<file path="config.mk">
export PLATFORM = sky130hd
export DESIGN_NAME = ycc_ctrl
export DESIGN_NICKNAME = d
export VERILOG_FILES = /design/src/hdl/ycc_pkg.sv /design/src/hdl/ycc_ctrl.sv
export SDC_FILE = /design/constraint.sdc
export NUM_CORES = 1
export LEC_CHECK = 0
export ABC_AREA = 1
export BUFFER_PORTS_ARGS = -buffer_cell sky130_fd_sc_hd__buf_4
export CORE_AREA = 2 2 39 41
export DETAILED_ROUTE_END_ITERATION = 12
export DIE_AREA = 0 0 41 43
export PLACE_DENSITY = 0.36
export RECOVER_POWER = 50
export SYNTH_ARGS = -nofsm -noshare
export SYNTH_HDL_FRONTEND = slang
export SYNTH_SLANG_ARGS = --single-unit
export TNS_END_PERCENT = 30
</file>
<file path="constraint.sdc">
create_clock -name clk -period 1.25 [get_ports clk]
set_input_delay 0.1875 -clock clk [delete_from_list [all_inputs] [get_ports clk]]
set_output_delay 0.1875 -clock clk [all_outputs]
set_load 0.01 [all_outputs]
</file>
<file path="src/hdl/ycc_pkg.sv">
package ycc_pkg;

  // Default geometry
  localparam int YCC_ANGLE_BITS = 16;
  localparam int YCC_SUM_BITS   = 40;

  // Fixed field widths
  localparam int FT_BITS       = 20;
  localparam int CNT_BITS      = 24;
  localparam int Q15_BITS      = 16;
  localparam int CFG_IDX_BITS  = 8;
  localparam int CFG_DATA_BITS = 32;

  // Register map
  localparam logic [CFG_IDX_BITS-1:0] REG_CALIBRATION_TIME = CFG_IDX_BITS'(0);
  localparam logic [CFG_IDX_BITS-1:0] REG_MAX_FRAME_TIME   = CFG_IDX_BITS'(1);

  localparam logic [CNT_BITS-1:0] CAL_TIME_RESET  = CNT_BITS'(2000000);
  localparam logic [FT_BITS-1:0]  MAX_FRAME_RESET = FT_BITS'(100000);
  localparam logic [CNT_BITS-1:0] CNT_MAX         = {CNT_BITS{1'b1}};

  // CORDIC setup: angles carry 2^32 counts per turn, vectors are Q30
  localparam int CORDIC_STEPS = 24;
  localparam int STEP_BITS    = $clog2(CORDIC_STEPS);
  localparam int ZW           = 34;
  localparam logic signed [ZW-1:0] Z_QUARTER = ZW'(64'sd1073741824);
  localparam logic signed [ZW-1:0] Z_HALF    = ZW'(64'sd2147483648);
  localparam int ONE_Q30_GAIN = 652032874;

  // Elementary rotation angles, atan(2^-i) in 2^32 counts per turn
  function automatic logic [31:0] arc_angle(input logic [STEP_BITS-1:0] idx);
    logic [31:0] a;
    case (idx)
      STEP_BITS'(0):  a = 32'd536870912;
      STEP_BITS'(1):  a = 32'd316933406;
      STEP_BITS'(2):  a = 32'd167458907;
      STEP_BITS'(3):  a = 32'd85004756;
      STEP_BITS'(4):  a = 32'd42667331;
      STEP_BITS'(5):  a = 32'd21354465;
      STEP_BITS'(6):  a = 32'd10679838;
      STEP_BITS'(7):  a = 32'd5340245;
      STEP_BITS'(8):  a = 32'd2670163;
      STEP_BITS'(9):  a = 32'd1335087;
      STEP_BITS'(10): a = 32'd667544;
      STEP_BITS'(11): a = 32'd333772;
      STEP_BITS'(12): a = 32'd166886;
      STEP_BITS'(13): a = 32'd83443;
      STEP_BITS'(14): a = 32'd41722;
      STEP_BITS'(15): a = 32'd20861;
      STEP_BITS'(16): a = 32'd10430;
      STEP_BITS'(17): a = 32'd5215;
      STEP_BITS'(18): a = 32'd2608;
      STEP_BITS'(19): a = 32'd1304;
      STEP_BITS'(20): a = 32'd652;
      STEP_BITS'(21): a = 32'd326;
      STEP_BITS'(22): a = 32'd163;
      STEP_BITS'(23): a = 32'd81;
      default:        a = 32'd0;
    endcase
    return a;
  endfunction

  // Sequencer states
  typedef enum logic [2:0] {
    S_IDLE,
    S_ROTATE,
    S_ROUND,
    S_ACCUM,
    S_CHECK,
    S_VECTOR,
    S_ANGLE,
    S_EMIT
  } ycc_state_t;

  // Controller to datapath
  typedef struct packed {
    logic load_item;
    logic step;
    logic round_q15;
    logic accumulate;
    logic vec_load;
    logic set_offset;
    logic emit;
  } ycc_cmd_t;

  // Datapath to controller
  typedef struct packed {
    logic qualify;
    logic cordic_last;
    logic reached;
    logic out_free;
  } ycc_status_t;

endpackage

</file>
<file path="src/hdl/ycc_ctrl.sv">
module ycc_ctrl
  import ycc_pkg::*;
(
  input  logic        clk,
  input  logic        rst,
  input  logic        item_valid,
  output logic        item_ready,
  input  ycc_status_t status,
  output ycc_cmd_t    cmd
);

  ycc_state_t state, state_next;

  // State register
  always_ff @(posedge clk) begin
    if (rst) begin
      state <= S_IDLE;
    end else begin
      state <= state_next;
    end
  end

  // Next state
  always_comb begin
    state_next = state;
    unique case (state)
      S_IDLE: begin
        if (item_valid) begin
          state_next = status.qualify ? S_ROTATE : S_EMIT;
        end
      end
      S_ROTATE: begin
        if (status.cordic_last) begin
          state_next = S_ROUND;
        end
      end
      S_ROUND: state_next = S_ACCUM;
      S_ACCUM: state_next = S_CHECK;
      S_CHECK: state_next = status.reached ? S_VECTOR : S_EMIT;
      S_VECTOR: begin
        if (status.cordic_last) begin
          state_next = S_ANGLE;
        end
      end
      S_ANGLE: state_next = S_EMIT;
      S_EMIT: begin
        if (status.out_free) begin
          state_next = S_IDLE;
        end
      end
      default: state_next = S_IDLE;
    endcase
  end

  // Commands
  always_comb begin
    cmd        = '0;
    item_ready = 1'b0;
    unique case (state)
      S_IDLE: begin
        item_ready    = 1'b1;
        cmd.load_item = item_valid;
      end
      S_ROTATE: cmd.step = 1'b1;
      S_ROUND:  cmd.round_q15 = 1'b1;
      S_ACCUM:  cmd.accumulate = 1'b1;
      S_CHECK:  cmd.vec_load = status.reached;
      S_VECTOR: cmd.step = 1'b1;
      S_ANGLE:  cmd.set_offset = 1'b1;
      S_EMIT:   cmd.emit = status.out_free;
      default: begin
        cmd        = '0;
        item_ready = 1'b0;
      end
    endcase
  end

endmodule

</file>
==> reports/summary.json <==
{
  "layout.cells.most_common_list": "15 x buf_4, 9 x nand2_1, 7 x inv_1",
  "largest_regs": "state (3)",
  "grt_start_max_net_pins": 9,
  "cts_tree": "yes",
  "numCtsBuffers": 3,
  "initial_utilization": 0.173,
  "via_per_inst": 4.09,
  "fin_worst_hold_slack_ns": 0.118,
  "ctsLongestPathBuffers": 2,
  "synth_cell_type_count": 16,
  "remaining_drc_errors": 0,
  "worst_slew_pin_slew_ns": 0.210,
  "die_area_mm2": 0.00176,
  "synth_sequential_area_ratio": 0.251,
  "initialDrtViolationCount": 1,
  "tns_ns": 0,
  "data_arrival_critical_path_ns": 1.02,
  "routed_wirelength_um": 632,
  "firstDrtPassIters": 2,
  "cts-root-buf": "clkbuf_4",
  "p_total_mw": 0.727,
  "synth_area_per_cell_um2": 6.13,
  "ys_ff_latch": 3,
  "timing.hold.worst.class": "input pin to flip-flop",
  "post_route_cells_drive_above_1_share": 0.552,
  "grt_first_pass_wirelength_mm": 1.07,
  "highest_ir_drop_seen_on_vdd_uv": 504,
  "grt_usage": 0.0913,
  "route.vias.total": 303,
  "finalHoldViolations": 0,
  "detailed_placement_wirelength_estimate_um": 522,
  "row_count": 14,
  "cts.clk_slew.worst_paths_ns": 0.03,
  "antennaDiodeCount": 0,
  "synthCells": 39,
  "hold-path-cell-count": 2,
  "run_status": "finished, final reports clean",
  "worst_setup_path_end_kind": "output port",
  "largest_register_ff_count": 3,
  "report.final.setup_viol": 0,
  "max_cap_violations": 0,
  "first_global_vias": 266,
  "max_flop_register": "state",
  "finalNonFillerCells": 74,
  "maxClockFrequency_mhz": 827,
  "timing.slew.headroom": 0.860,
  "placement.io_buffers": 14,
  "insertion_delay_ns": 0.23,
  "synthToLayoutAreaGrowth_pct": 82.7,
  "rr_worst_depth": 6,
  "synth.cell_area_um2": 239,
  "post-place-cells": 69,
  "floorplan.io_pins": 15,
  "routabilityCongestion": 0.711,
  "final_nets": 66,
  "cts-htree-levels": 1,
  "critPathKind": "flip-flop to output port",
  "design.core.area_mm2": 0.00138,
  "rsz0062_at_grt": "true",
  "final.setup_skew_ns": 0.000949,
  "leakage_nw": 0.241,
  "critical_path_required_ns": 1.06,
  "ctsHoldBuffers": 0,
  "die_h_um": 43,
  "detail_route.wl_per_cell_um": 8.54,
  "antenna_violating_nets_post_route": 0,
  "antenna_found_initial": 0,
  "postSynthNetCount": 46,
  "clock_sinks": 3,
  "synth.top_cell.area_share": 0.251,
  "netlist_top_cells_area": "dfxtp_1 25%, nand2_1 16%, inv_1 11%, nor3_2 8.4%, a21oi_1 6.3%",
  "postLayoutCoreUtil": 0.316,
  "maxSlewViolCount": 0,
  "p_per_area_mw_per_mm2": 1660,
  "die_x_um": 41,
  "final_common_cell": "buf_4",
  "crit_path_max_fanout": 8,
  "startpoint_class": "flip-flop",
  "post-synth-top-area-cell": "dfxtp_1",
  "min_period_over_period": 0.968,
  "fin_crit_ns": 1.21,
  "grt-ovfl-total": 0,
  "synth-warning-count": 0
}
==> worst paths after layout <==
check / from / endpoint / slack [ns]
min reg2reg: state[0] / state[0] / 0.50
max reg2reg: state[1] / state[2] / 0.19
max: state[0] / cmd[1] / 0.04
min: rst / state[1] / 0.12
==> layer usage <==
metal / routed length, um / share of wire / GRT usage / vias up
met5: 0 / 0 / 0 / -
met4: 0 / 0 / 0.0400 / 0
met3: 44 / 0.070 / 0.0471 / 0
met2: 315 / 0.50 / 0.128 / 10
met1: 271 / 0.43 / 0.112 / 128
li1: - / - / - / 165
==> cell type report <==
type                    instances  area, um^2
fillers                       163         947
multi-input cells              27         163
repair buffers                 16         124
flip-flops and latches          3        71.3
inverters                       8        32.5
clock buffers                   4        26.3
well taps                      16        20.0
==> kinds of logic (layout without fill, tap and decap cells) <==
| group | Yosys count | after routing | share of synthesized area |
|---|---|---|---|
| AOI/OAI and AO/OA | 4 | 4 | 0.0837 |
| buffers and inverters | 9 | 28 | 0.173 |
| DFF | 3 | 3 | 0.251 |
| and+or+nand+nor | 23 | 23 | 0.492 |
==> synth_stat cells <==
library cell	instances
a21oi_1	3
and3_2	1
buf_6	1
dfxtp_1	3
inv_1	7
inv_2	1
nand2_1	10
nand3_1	2
nand4_1	1
nor2_1	2
nor2_2	1
nor3_1	2
nor3_2	2
nor4_1	1
o21ai_0	1
or2_2	1
==> metrics by stage <==
step / setup slack [ns] / cell area (um^2)
after floorplan: 0.221 / 239
after global placement: 0.0975 / 360
after detailed placement: 0.0989 / 360
after global routing: -0.00913 / 437
final: 0.0401 / 437
after CTS: -0.000447 / 407
==> power by group <==
group	internal [mW]	switching (mW)
registers	0.139	0.0676
clock network	0.119	0.0460
logic	0.176	0.179
==> what timing repair did <==
action                     CTS  global route
resized for setup            7             7
setup endpoints to repair    6             5
hold endpoints to repair     0             0
pin swaps                    1             0
buffers inserted             0             1
==> critical path, cell delays in order (launching register included) <==
cell and delay [ns]:
dfxtp_4 0.36, buf_6 0.13, nor3_2 0.16, buf_4 0.14
Note: power is estimated with default switching activity, not from simulation.
