**config.mk**
```make
export PLATFORM = sky130hd
export DESIGN_NAME = ycc_datapath
export DESIGN_NICKNAME = d
export VERILOG_FILES = /design/src/hdl/ycc_pkg.sv /design/src/hdl/ycc_datapath.sv
export SDC_FILE = /design/constraint.sdc
export NUM_CORES = 2
export LEC_CHECK = 0
export BUFFER_PORTS_ARGS = -buffer_cell sky130_fd_sc_hd__buf_2
export CORE_ASPECT_RATIO = 1.5
export CORE_MARGIN = 1
export CORE_UTILIZATION = 63
export DETAILED_ROUTE_END_ITERATION = 12
export PLACE_DENSITY = 0.8
export SLEW_MARGIN = 5
export SYNTH_ARGS = -nofsm -noshare
export SYNTH_HDL_FRONTEND = slang
export SYNTH_SLANG_ARGS = --single-unit
```
**constraint.sdc**
```tcl
create_clock -name clk -period 20.6 [get_ports clk]
set_clock_uncertainty 0.15 [all_clocks]
set_input_delay 3.09 -clock clk [delete_from_list [all_inputs] [get_ports clk]]
set_output_delay 3.09 -clock clk [all_outputs]
set_load 0.02 [all_outputs]
```
**src/hdl/ycc_pkg.sv**
```systemverilog
package ycc_pkg;

  // Default geometry
  localparam int YCC_ANGLE_BITS = 16;
  localparam int YCC_SUM_BITS   = 40;

  // Fixed field widths
  localparam int FT_BITS       = 20;
  localparam int CNT_BITS      = 24;
  localparam int Q15_BITS      = 16;
  localparam int CFG_IDX_BITS  = 8;
  localparam int CFG_DATA_BITS = 32;

  // Register map
  localparam logic [CFG_IDX_BITS-1:0] REG_CALIBRATION_TIME = CFG_IDX_BITS'(0);
  localparam logic [CFG_IDX_BITS-1:0] REG_MAX_FRAME_TIME   = CFG_IDX_BITS'(1);

  localparam logic [CNT_BITS-1:0] CAL_TIME_RESET  = CNT_BITS'(2000000);
  localparam logic [FT_BITS-1:0]  MAX_FRAME_RESET = FT_BITS'(100000);
  localparam logic [CNT_BITS-1:0] CNT_MAX         = {CNT_BITS{1'b1}};

  // CORDIC setup: angles carry 2^32 counts per turn, vectors are Q30
  localparam int CORDIC_STEPS = 24;
  localparam int STEP_BITS    = $clog2(CORDIC_STEPS);
  localparam int ZW           = 34;
  localparam logic signed [ZW-1:0] Z_QUARTER = ZW'(64'sd1073741824);
  localparam logic signed [ZW-1:0] Z_HALF    = ZW'(64'sd2147483648);
  localparam int ONE_Q30_GAIN = 652032874;

  // Elementary rotation angles, atan(2^-i) in 2^32 counts per turn
  function automatic logic [31:0] arc_angle(input logic [STEP_BITS-1:0] idx);
    logic [31:0] a;
    case (idx)
      STEP_BITS'(0):  a = 32'd536870912;
      STEP_BITS'(1):  a = 32'd316933406;
      STEP_BITS'(2):  a = 32'd167458907;
      STEP_BITS'(3):  a = 32'd85004756;
      STEP_BITS'(4):  a = 32'd42667331;
      STEP_BITS'(5):  a = 32'd21354465;
      STEP_BITS'(6):  a = 32'd10679838;
      STEP_BITS'(7):  a = 32'd5340245;
      STEP_BITS'(8):  a = 32'd2670163;
      STEP_BITS'(9):  a = 32'd1335087;
      STEP_BITS'(10): a = 32'd667544;
      STEP_BITS'(11): a = 32'd333772;
      STEP_BITS'(12): a = 32'd166886;
      STEP_BITS'(13): a = 32'd83443;
      STEP_BITS'(14): a = 32'd41722;
      STEP_BITS'(15): a = 32'd20861;
      STEP_BITS'(16): a = 32'd10430;
      STEP_BITS'(17): a = 32'd5215;
      STEP_BITS'(18): a = 32'd2608;
      STEP_BITS'(19): a = 32'd1304;
      STEP_BITS'(20): a = 32'd652;
      STEP_BITS'(21): a = 32'd326;
      STEP_BITS'(22): a = 32'd163;
      STEP_BITS'(23): a = 32'd81;
      default:        a = 32'd0;
    endcase
    return a;
  endfunction

  // Sequencer states
  typedef enum logic [2:0] {
    S_IDLE,
    S_ROTATE,
    S_ROUND,
    S_ACCUM,
    S_CHECK,
    S_VECTOR,
    S_ANGLE,
    S_EMIT
  } ycc_state_t;

  // Controller to datapath
  typedef struct packed {
    logic load_item;
    logic step;
    logic round_q15;
    logic accumulate;
    logic vec_load;
    logic set_offset;
    logic emit;
  } ycc_cmd_t;

  // Datapath to controller
  typedef struct packed {
    logic qualify;
    logic cordic_last;
    logic reached;
    logic out_free;
  } ycc_status_t;

endpackage

```
**src/hdl/ycc_datapath.sv**
```systemverilog
module ycc_datapath
  import ycc_pkg::*;
#(
  parameter int ANGLE_BITS = YCC_ANGLE_BITS,
  parameter int SUM_BITS   = YCC_SUM_BITS
)(
  input  logic                         clk,
  input  logic                         rst,
  // incoming word
  input  logic signed [ANGLE_BITS-1:0] head_yaw,
  input  logic signed [ANGLE_BITS-1:0] body_yaw,
  input  logic                         pose_valid,
  input  logic [FT_BITS-1:0]           frame_time_us,
  // register writes
  input  logic                         cfg_valid,
  input  logic [CFG_IDX_BITS-1:0]      cfg_index,
  input  logic [CFG_DATA_BITS-1:0]     cfg_data,
  // result word
  output logic                         out_valid,
  input  logic                         out_ready,
  output logic                         calibrated,
  output logic signed [ANGLE_BITS-1:0] center_offset,
  output logic signed [ANGLE_BITS-1:0] centered_yaw,
  output logic                         centered_valid,
  // control
  input  ycc_cmd_t                     cmd,
  output ycc_status_t                  status
);

  // CORDIC vector width covers the largest sum after negation plus gain growth
  localparam int CW = (SUM_BITS + 3 > 34) ? SUM_BITS + 3 : 34;
  localparam int FRAC_SHIFT = 32 - ANGLE_BITS;
  localparam logic signed [CW-1:0] Q15_HALF = CW'(16384);
  localparam logic signed [Q15_BITS-1:0] Q15_MAX = Q15_BITS'(32767);
  localparam logic signed [Q15_BITS-1:0] Q15_MIN = -Q15_BITS'(32767);
  localparam logic [31:0] ANGLE_ROUND = 32'(1) << (31 - ANGLE_BITS);

  // Configuration
  logic [CNT_BITS-1:0] cal_time;
  logic [FT_BITS-1:0]  max_frame;

  // Item and calibration state
  logic [ANGLE_BITS-1:0]      rel;
  logic                       pose_ok;
  logic [FT_BITS-1:0]         frame_time;
  logic signed [SUM_BITS-1:0] sine_sum;
  logic signed [SUM_BITS-1:0] cosine_sum;
  logic [CNT_BITS-1:0]        elapsed_us;
  logic                       is_calibrated;
  logic [ANGLE_BITS-1:0]      offset_angle;

  // Shared CORDIC
  logic signed [CW-1:0]  cx, cy;
  logic signed [ZW-1:0]  cz;
  logic                  neg_fix;
  logic                  vec_zero;
  logic                  vec_mode;
  logic [STEP_BITS-1:0]  step_cnt;
  logic signed [Q15_BITS-1:0] sin_q, cos_q;

  logic [ANGLE_BITS-1:0] rel_in;
  logic [31:0]           u_in;
  logic signed [ZW-1:0]  z_in, z_fold;
  logic                  neg_in;
  logic signed [CW-1:0]  dx, dy;
  logic signed [ZW-1:0]  arc;
  logic                  y_pos, ccw;
  logic signed [CW-1:0]  xs, ys;
  logic [CNT_BITS:0]     elapsed_wide;
  logic [31:0]           z_round;

  function automatic logic signed [Q15_BITS-1:0] round_q15(input logic signed [CW-1:0] v);
    logic signed [CW-1:0] t;
    t = (v + Q15_HALF) >>> 15;
    if (t > CW'(Q15_MAX)) begin
      return Q15_MAX;
    end else if (t < CW'(Q15_MIN)) begin
      return Q15_MIN;
    end
    return t[Q15_BITS-1:0];
  endfunction

  function automatic logic signed [SUM_BITS-1:0] sat_add(
    input logic signed [SUM_BITS-1:0] a,
    input logic signed [Q15_BITS-1:0] b
  );
    logic signed [SUM_BITS:0] r;
    r = {a[SUM_BITS-1], a} + (SUM_BITS+1)'(b);
    if (r[SUM_BITS] != r[SUM_BITS-1]) begin
      return r[SUM_BITS] ? {1'b1, {(SUM_BITS-1){1'b0}}} : {1'b0, {(SUM_BITS-1){1'b1}}};
    end
    return r[SUM_BITS-1:0];
  endfunction

  // Relative yaw and fold into the right half plane
  always_comb begin
    rel_in = ANGLE_BITS'(head_yaw - body_yaw);
    u_in   = {rel_in, {FRAC_SHIFT{1'b0}}};
    z_in   = ZW'($signed(u_in));
    neg_in = 1'b0;
    z_fold = z_in;
    if (z_in > Z_QUARTER) begin
      z_fold = z_in - Z_HALF;
      neg_in = 1'b1;
    end else if (z_in < -Z_QUARTER) begin
      z_fold = z_in + Z_HALF;
      neg_in = 1'b1;
    end
  end

  // One micro-rotation: x moves by shifted y, y by shifted x
  always_comb begin
    dx    = cy >>> step_cnt;
    dy    = cx >>> step_cnt;
    arc   = ZW'(arc_angle(step_cnt));
    y_pos = !cy[CW-1] && (cy != '0);
    ccw   = vec_mode ? !y_pos : !cz[ZW-1];
  end

  // Vectoring start from the sums
  always_comb begin
    xs = CW'(cosine_sum);
    ys = CW'(sine_sum);
  end

  assign elapsed_wide = {1'b0, elapsed_us} + (CNT_BITS+1)'(frame_time);
  assign z_round      = cz[31:0] + ANGLE_ROUND;

  // Configuration registers
  always_ff @(posedge clk) begin
    if (rst) begin
      cal_time  <= CAL_TIME_RESET;
      max_frame <= MAX_FRAME_RESET;
    end else if (cfg_valid) begin
      unique case (cfg_index)
        REG_CALIBRATION_TIME: cal_time  <= cfg_data[CNT_BITS-1:0];
        REG_MAX_FRAME_TIME:   max_frame <= cfg_data[FT_BITS-1:0];
        default: ;
      endcase
    end
  end

  // Item capture
  always_ff @(posedge clk) begin
    if (cmd.load_item) begin
      rel        <= rel_in;
      pose_ok    <= pose_valid;
      frame_time <= frame_time_us;
    end
  end

  // CORDIC registers
  always_ff @(posedge clk) begin
    if (rst) begin
      step_cnt <= '0;
      vec_mode <= 1'b0;
    end else if (cmd.load_item) begin
      step_cnt <= '0;
      vec_mode <= 1'b0;
    end else if (cmd.vec_load) begin
      step_cnt <= '0;
      vec_mode <= 1'b1;
    end else if (cmd.step && !status.cordic_last) begin
      step_cnt <= step_cnt + STEP_BITS'(1);
    end
  end

  always_ff @(posedge clk) begin
    if (cmd.load_item) begin
      cx      <= CW'(ONE_Q30_GAIN);
      cy      <= '0;
      cz      <= z_fold;
      neg_fix <= neg_in;
    end else if (cmd.vec_load) begin
      vec_zero <= (xs == '0) && (ys == '0);
      if (xs[CW-1]) begin
        cx <= -xs;
        cy <= -ys;
        cz <= Z_HALF;
      end else begin
        cx <= xs;
        cy <= ys;
        cz <= '0;
      end
    end else if (cmd.step) begin
      if (ccw) begin
        cx <= cx - dx;
        cy <= cy + dy;
        cz <= cz - arc;
      end else begin
        cx <= cx + dx;
        cy <= cy - dy;
        cz <= cz + arc;
      end
    end
  end

  // Q15 sine and cosine
  always_ff @(posedge clk) begin
    if (cmd.round_q15) begin
      sin_q <= round_q15(neg_fix ? -cy : cy);
      cos_q <= round_q15(neg_fix ? -cx : cx);
    end
  end

  // Calibration state
  always_ff @(posedge clk) begin
    if (rst) begin
      sine_sum      <= '0;
      cosine_sum    <= '0;
      elapsed_us    <= '0;
      is_calibrated <= 1'b0;
      offset_angle  <= '0;
    end else begin
      if (cmd.accumulate) begin
        sine_sum   <= sat_add(sine_sum, sin_q);
        cosine_sum <= sat_add(cosine_sum, cos_q);
        elapsed_us <= elapsed_wide[CNT_BITS] ? CNT_MAX : elapsed_wide[CNT_BITS-1:0];
      end
      if (cmd.set_offset) begin
        is_calibrated <= 1'b1;
        offset_angle  <= vec_zero ? '0 : z_round[31 -: ANGLE_BITS];
      end
    end
  end

  // Output register
  always_ff @(posedge clk) begin
    if (rst) begin
      out_valid <= 1'b0;
    end else if (cmd.emit) begin
      out_valid <= 1'b1;
    end else if (out_ready) begin
      out_valid <= 1'b0;
    end
  end

  always_ff @(posedge clk) begin
    if (cmd.emit) begin
      calibrated     <= is_calibrated;
      center_offset  <= offset_angle;
      centered_yaw   <= rel - offset_angle;
      centered_valid <= is_calibrated && pose_ok;
    end
  end

  // Status
  always_comb begin
    status.qualify     = !is_calibrated && pose_valid && (frame_time_us != '0) &&
                         (frame_time_us <= max_frame);
    status.cordic_last = (step_cnt == STEP_BITS'(CORDIC_STEPS - 1));
    status.reached     = (elapsed_us >= cal_time);
    status.out_free    = !out_valid || out_ready;
  end

  // Checks
  a_cal_sticky: assert property (@(posedge clk) disable iff (rst)
    is_calibrated |=> is_calibrated)
    else $error("calibration flag dropped");

  a_offset_held: assert property (@(posedge clk) disable iff (rst)
    is_calibrated |=> $stable(offset_angle))
    else $error("offset changed after calibration");

  a_no_overwrite: assert property (@(posedge clk) disable iff (rst)
    cmd.emit |-> (!out_valid || out_ready))
    else $error("result register overwritten while held");

  a_step_range: assert property (@(posedge clk) disable iff (rst)
    step_cnt < STEP_BITS'(CORDIC_STEPS))
    else $error("CORDIC step counter out of range");

  a_no_accum_calibrated: assert property (@(posedge clk) disable iff (rst)
    cmd.accumulate |-> !is_calibrated)
    else $error("accumulation after calibration");

endmodule

```
==> results <==
- The clock latency at the later pin of the worst-skew pair is 0.64 ns.
- The number of gates resized after CTS is 0.
- The Yosys warning count is 0.
- The total power per unit cell area is 162 nW/um^2.
- In this run the worst path has a maximum fanout of 45.
- The number of buffers inserted during clock tree synthesis is 44.
- The critical path is of the register to register type.
- The worst setup path is captured at a register.
- Entering global routing, the biggest net connects 87 pins.
- The root buffer cell is clkbuf_16.
- The number of H-tree branching levels is 2.
- The HPWL after detailed placement is 103000 microns.
- The area of the die is 70700 sq um.
- Summed over all layers, the routed wires come to 137000 microns.
- The setup fix buffers added after clock tree synthesis is 0.
- The total count of hold-check failures in the final report is 0.
- Summed over all layers, the global routing overflow is 0.
- The detailed-route vias per instance is 6.77.
- The placed instances occupy a cell area of 44800 sq um.
- Measured along the y axis, the die boundary spans 325 microns.
- Setup violations remaining at the end of the flow were counted as 0.
- The proportion of netlist area held by the largest area contributor is 13.1%.
- The die is 218 microns wide.
- The growth of design area from synthesis to finish is 5.41%.
- The initial antenna violation count is 3.
- The aggregate negative setup slack is 0 ns.
- In the final layout, the share of cells above drive strength 1 is 9.56%.
- The worst setup path is launched from a register.
- The mean post-synth cell area is 8.15 sq um.
- Counting every net in the synthesized netlist gives 5812.
- The analysis attributes to cell leakage a power of 0.0185 uW.
- The detailed-route via count is 42100.
- The overall routing resource usage is 38.0%.
- The number of hold buffers added after CTS was 0.
- Routability-driven placement finished with a final weighted congestion of 1.11.
- The floorplan has 118 rows.
- In this run the count of I/O pins placed on the die edge is 143.
- The most frequently used flop master after synthesis is dfxtp_1.
- STA puts the critical path data required time at 20.97 ns.
- VDD sags by at most 116 uV.
- The number of flops mapped to enable cells by yosys is 139.
- dfxtp_1 takes more of the synthesized area than any other cell.
- In the routed design, unresolved DRC markers number 0.
- Once the floorplan was initialized, standard cells occupied 63.7% of the core.
- TritonCTS built the clock tree.
- The number of port buffers is 134.
- After detailed routing, the average wire length per cell comes to 22.1 microns.
- Derived from the worst setup path, the maximum achievable clock frequency is 113 MHz.
- The remaining antenna violation count is 0.
- For this run, asynchronously set or reset flops after synthesis account for 0%.
- By count the netlist is led by nor2_1 (497), nand2_1 (460), a21oi_1 (390).
- The cell count after synthesis is 5386.
- The area of the placeable core is 68900 sq um.
- The worst slew margin relative to its limit is 21.3%.
- The flow ran to the end, and the final reports show no timing, DRC or antenna violations.
- The tool flagged a number of max-cap violations equal to 0.
- After synthesis, the netlist uses 96 different library cells.
- Ranked by total cell area, the synthesized netlist is headed by dfxtp_1 (13%), edfxtp_1 (9.5%), ha_1 (9.0%), mux4_2 (6.7%), xnor2_1 (5.5%).
- The first routing iteration left 3888 violations.
- Data arrives at the worst endpoint at 9.23 ns.
- At the end of the flow, the number of nets in the layout was 5707.
- The final count of pins violating max slew is 0.
- Setup repair after global routing left no endpoint under its margin.
- Summing the sequential cell areas from Yosys gives 22.6% of the chip area.
- The number of detailed-routing iterations run before antenna repair is 7.
- Among all cell types in the netlist, the one instantiated most often is nor2_1.
- After layout, the worst path uses 43.0% of the clock period.
- The clock period could shrink to 8.86 ns.
- The clock tree buffer depth is 3.
- The global-route wire length before repair is 215000 microns.
- Counting every sink on the clock net gives 427.
- The register clock-pin slew on the reported worst setup and hold paths is 0.07 ns.
- After filler insertion, the fill cell instance count of the layout stands at 5788.
- The classification of the worst-slack hold path is register to register.
- The number of storage elements in the synthesis netlist is 427.
- The via count of the first global-routing pass is 39800.
- Once layout is done, the placed cells without fillers occupy 46300 sq um.
- In this run the cell area of the synthesized design comes to 43900 sq um.
- The transition at the pin with the smallest max-transition slack is 1.18 ns.
per-stage QoR:
step	hold slack, ns	worst slack [ns]	std cells	power (uW)	utilization [%]
6_report	0.278	11.74	6218	7510	67.1
5_1_grt	0.286	11.26	6216	8030	67.1
4_1_cts	0.277	11.93	6216	7390	67.1
3_5_place_dp	0.268	11.99	6135	6530	65.0
3_3_place_gp	0.267	12.08	6135	6420	65.0
2_1_floorplan	0.258	12.63	5386	5330	-
cells in the final DEF (no fill, tap or decap), types with 46 or more instances in the layout:
cell type    n
and3_1      53
ha_1       314
buf_2      129
nor3_1     109
xnor2_1    273
inv_1      210
mux4_2     130
nand3_1     93
or3_1       46
xor2_1     215
dfxtp_1    282
a21o_1     147
a21oi_1    390
nand2_1    460
edfxtp_1   139
o31ai_1     62
mux2i_1     94
nand2b_1    70
o21ai_0    370
a211oi_1   161
nor2b_1     70
nor2_1     494
buf_4       54
a31oi_1     53
sequential cells by signal, indices dropped and copies added, names as in the netlist, 24 cells and up:
| register | count |
|---|---|
| elapsed_us | 24 |
| cosine_sum | 40 |
| cz | 34 |
| cy | 43 |
| sine_sum | 40 |
| cal_time | 24 |
| arc | 30 |
| cx | 43 |
final timing paths:
kind                            cells after the start        startpoint           endpoint  slack (ns)
worst max-delay path                               21             cy[1]             cx[42]       11.74
worst min-delay path                                0  offset_angle[10]  center_offset[10]        0.28
worst max register to register                     21             cy[1]             cx[42]       11.74
worst min register to register                      0  offset_angle[10]  center_offset[10]        0.28
worst max-delay path: stages (launching register included):
cell and delay (ns):
dfxtp_1 0.40, nor4_1 0.38, nand4_1 0.44, or4b_1 0.93
or2_1 0.45, nor4_1 0.44, nor2b_1 0.90, o22a_2 0.55
buf_4 0.54, nor2_1 0.12, xnor2_1 0.22, ha_1 0.31
a21oi_1 0.23, nor4b_1 0.61, o21ai_0 0.26, a41o_1 0.39
o2111ai_1 0.33, o31ai_1 0.15, o41a_1 0.34, xnor2_1 0.24
a21oi_1 0.10, a31o_2 0.23
power breakdown:
group	switching, uW	leakage [uW]	internal, uW
combinational	2980	0.0141	2160
sequential	420	0.00379	1110
clock	377	0.000705	455
logic make-up (layout without fill, tap and decap cells):
family | count (synthesis) | count (layout) | synth area share (%)
AND/OR/NAND/NOR | 1652 | 1652 | 18.1
AO/OA/AOI/OAI | 1643 | 1643 | 24.6
buffers and inverters | 550 | 480 | 4.89
XOR/XNOR | 489 | 489 | 9.76
flip-flops | 427 | 427 | 22.6
adder cells (fa/ha/maj) | 367 | 367 | 10.3
multiplexers | 258 | 258 | 9.69
other | 0 | 2 | 0
cell type report:
class	count	area, sq um	share of cell area [%]
multi-input cells	4409	31900	68.9
flip-flops and latches	427	9950	21.5
clock buffers	57	1200	2.59
well taps	900	1130	2.43
repair buffers	184	1060	2.30
inverters	215	807	1.74
clock inverters	24	258	0.557
diodes	2	5.00	0.0108
per-layer routing:
layer,part of all wire [%],up-vias,GRT usage [%]
li1,-,19800,-
met1,37,20000,43.3
met2,48,1823,64.4
met3,7.5,543,5.99
met4,7.9,0,26.5
met5,0,-,0
Note: power is estimated with default switching activity, not from simulation.
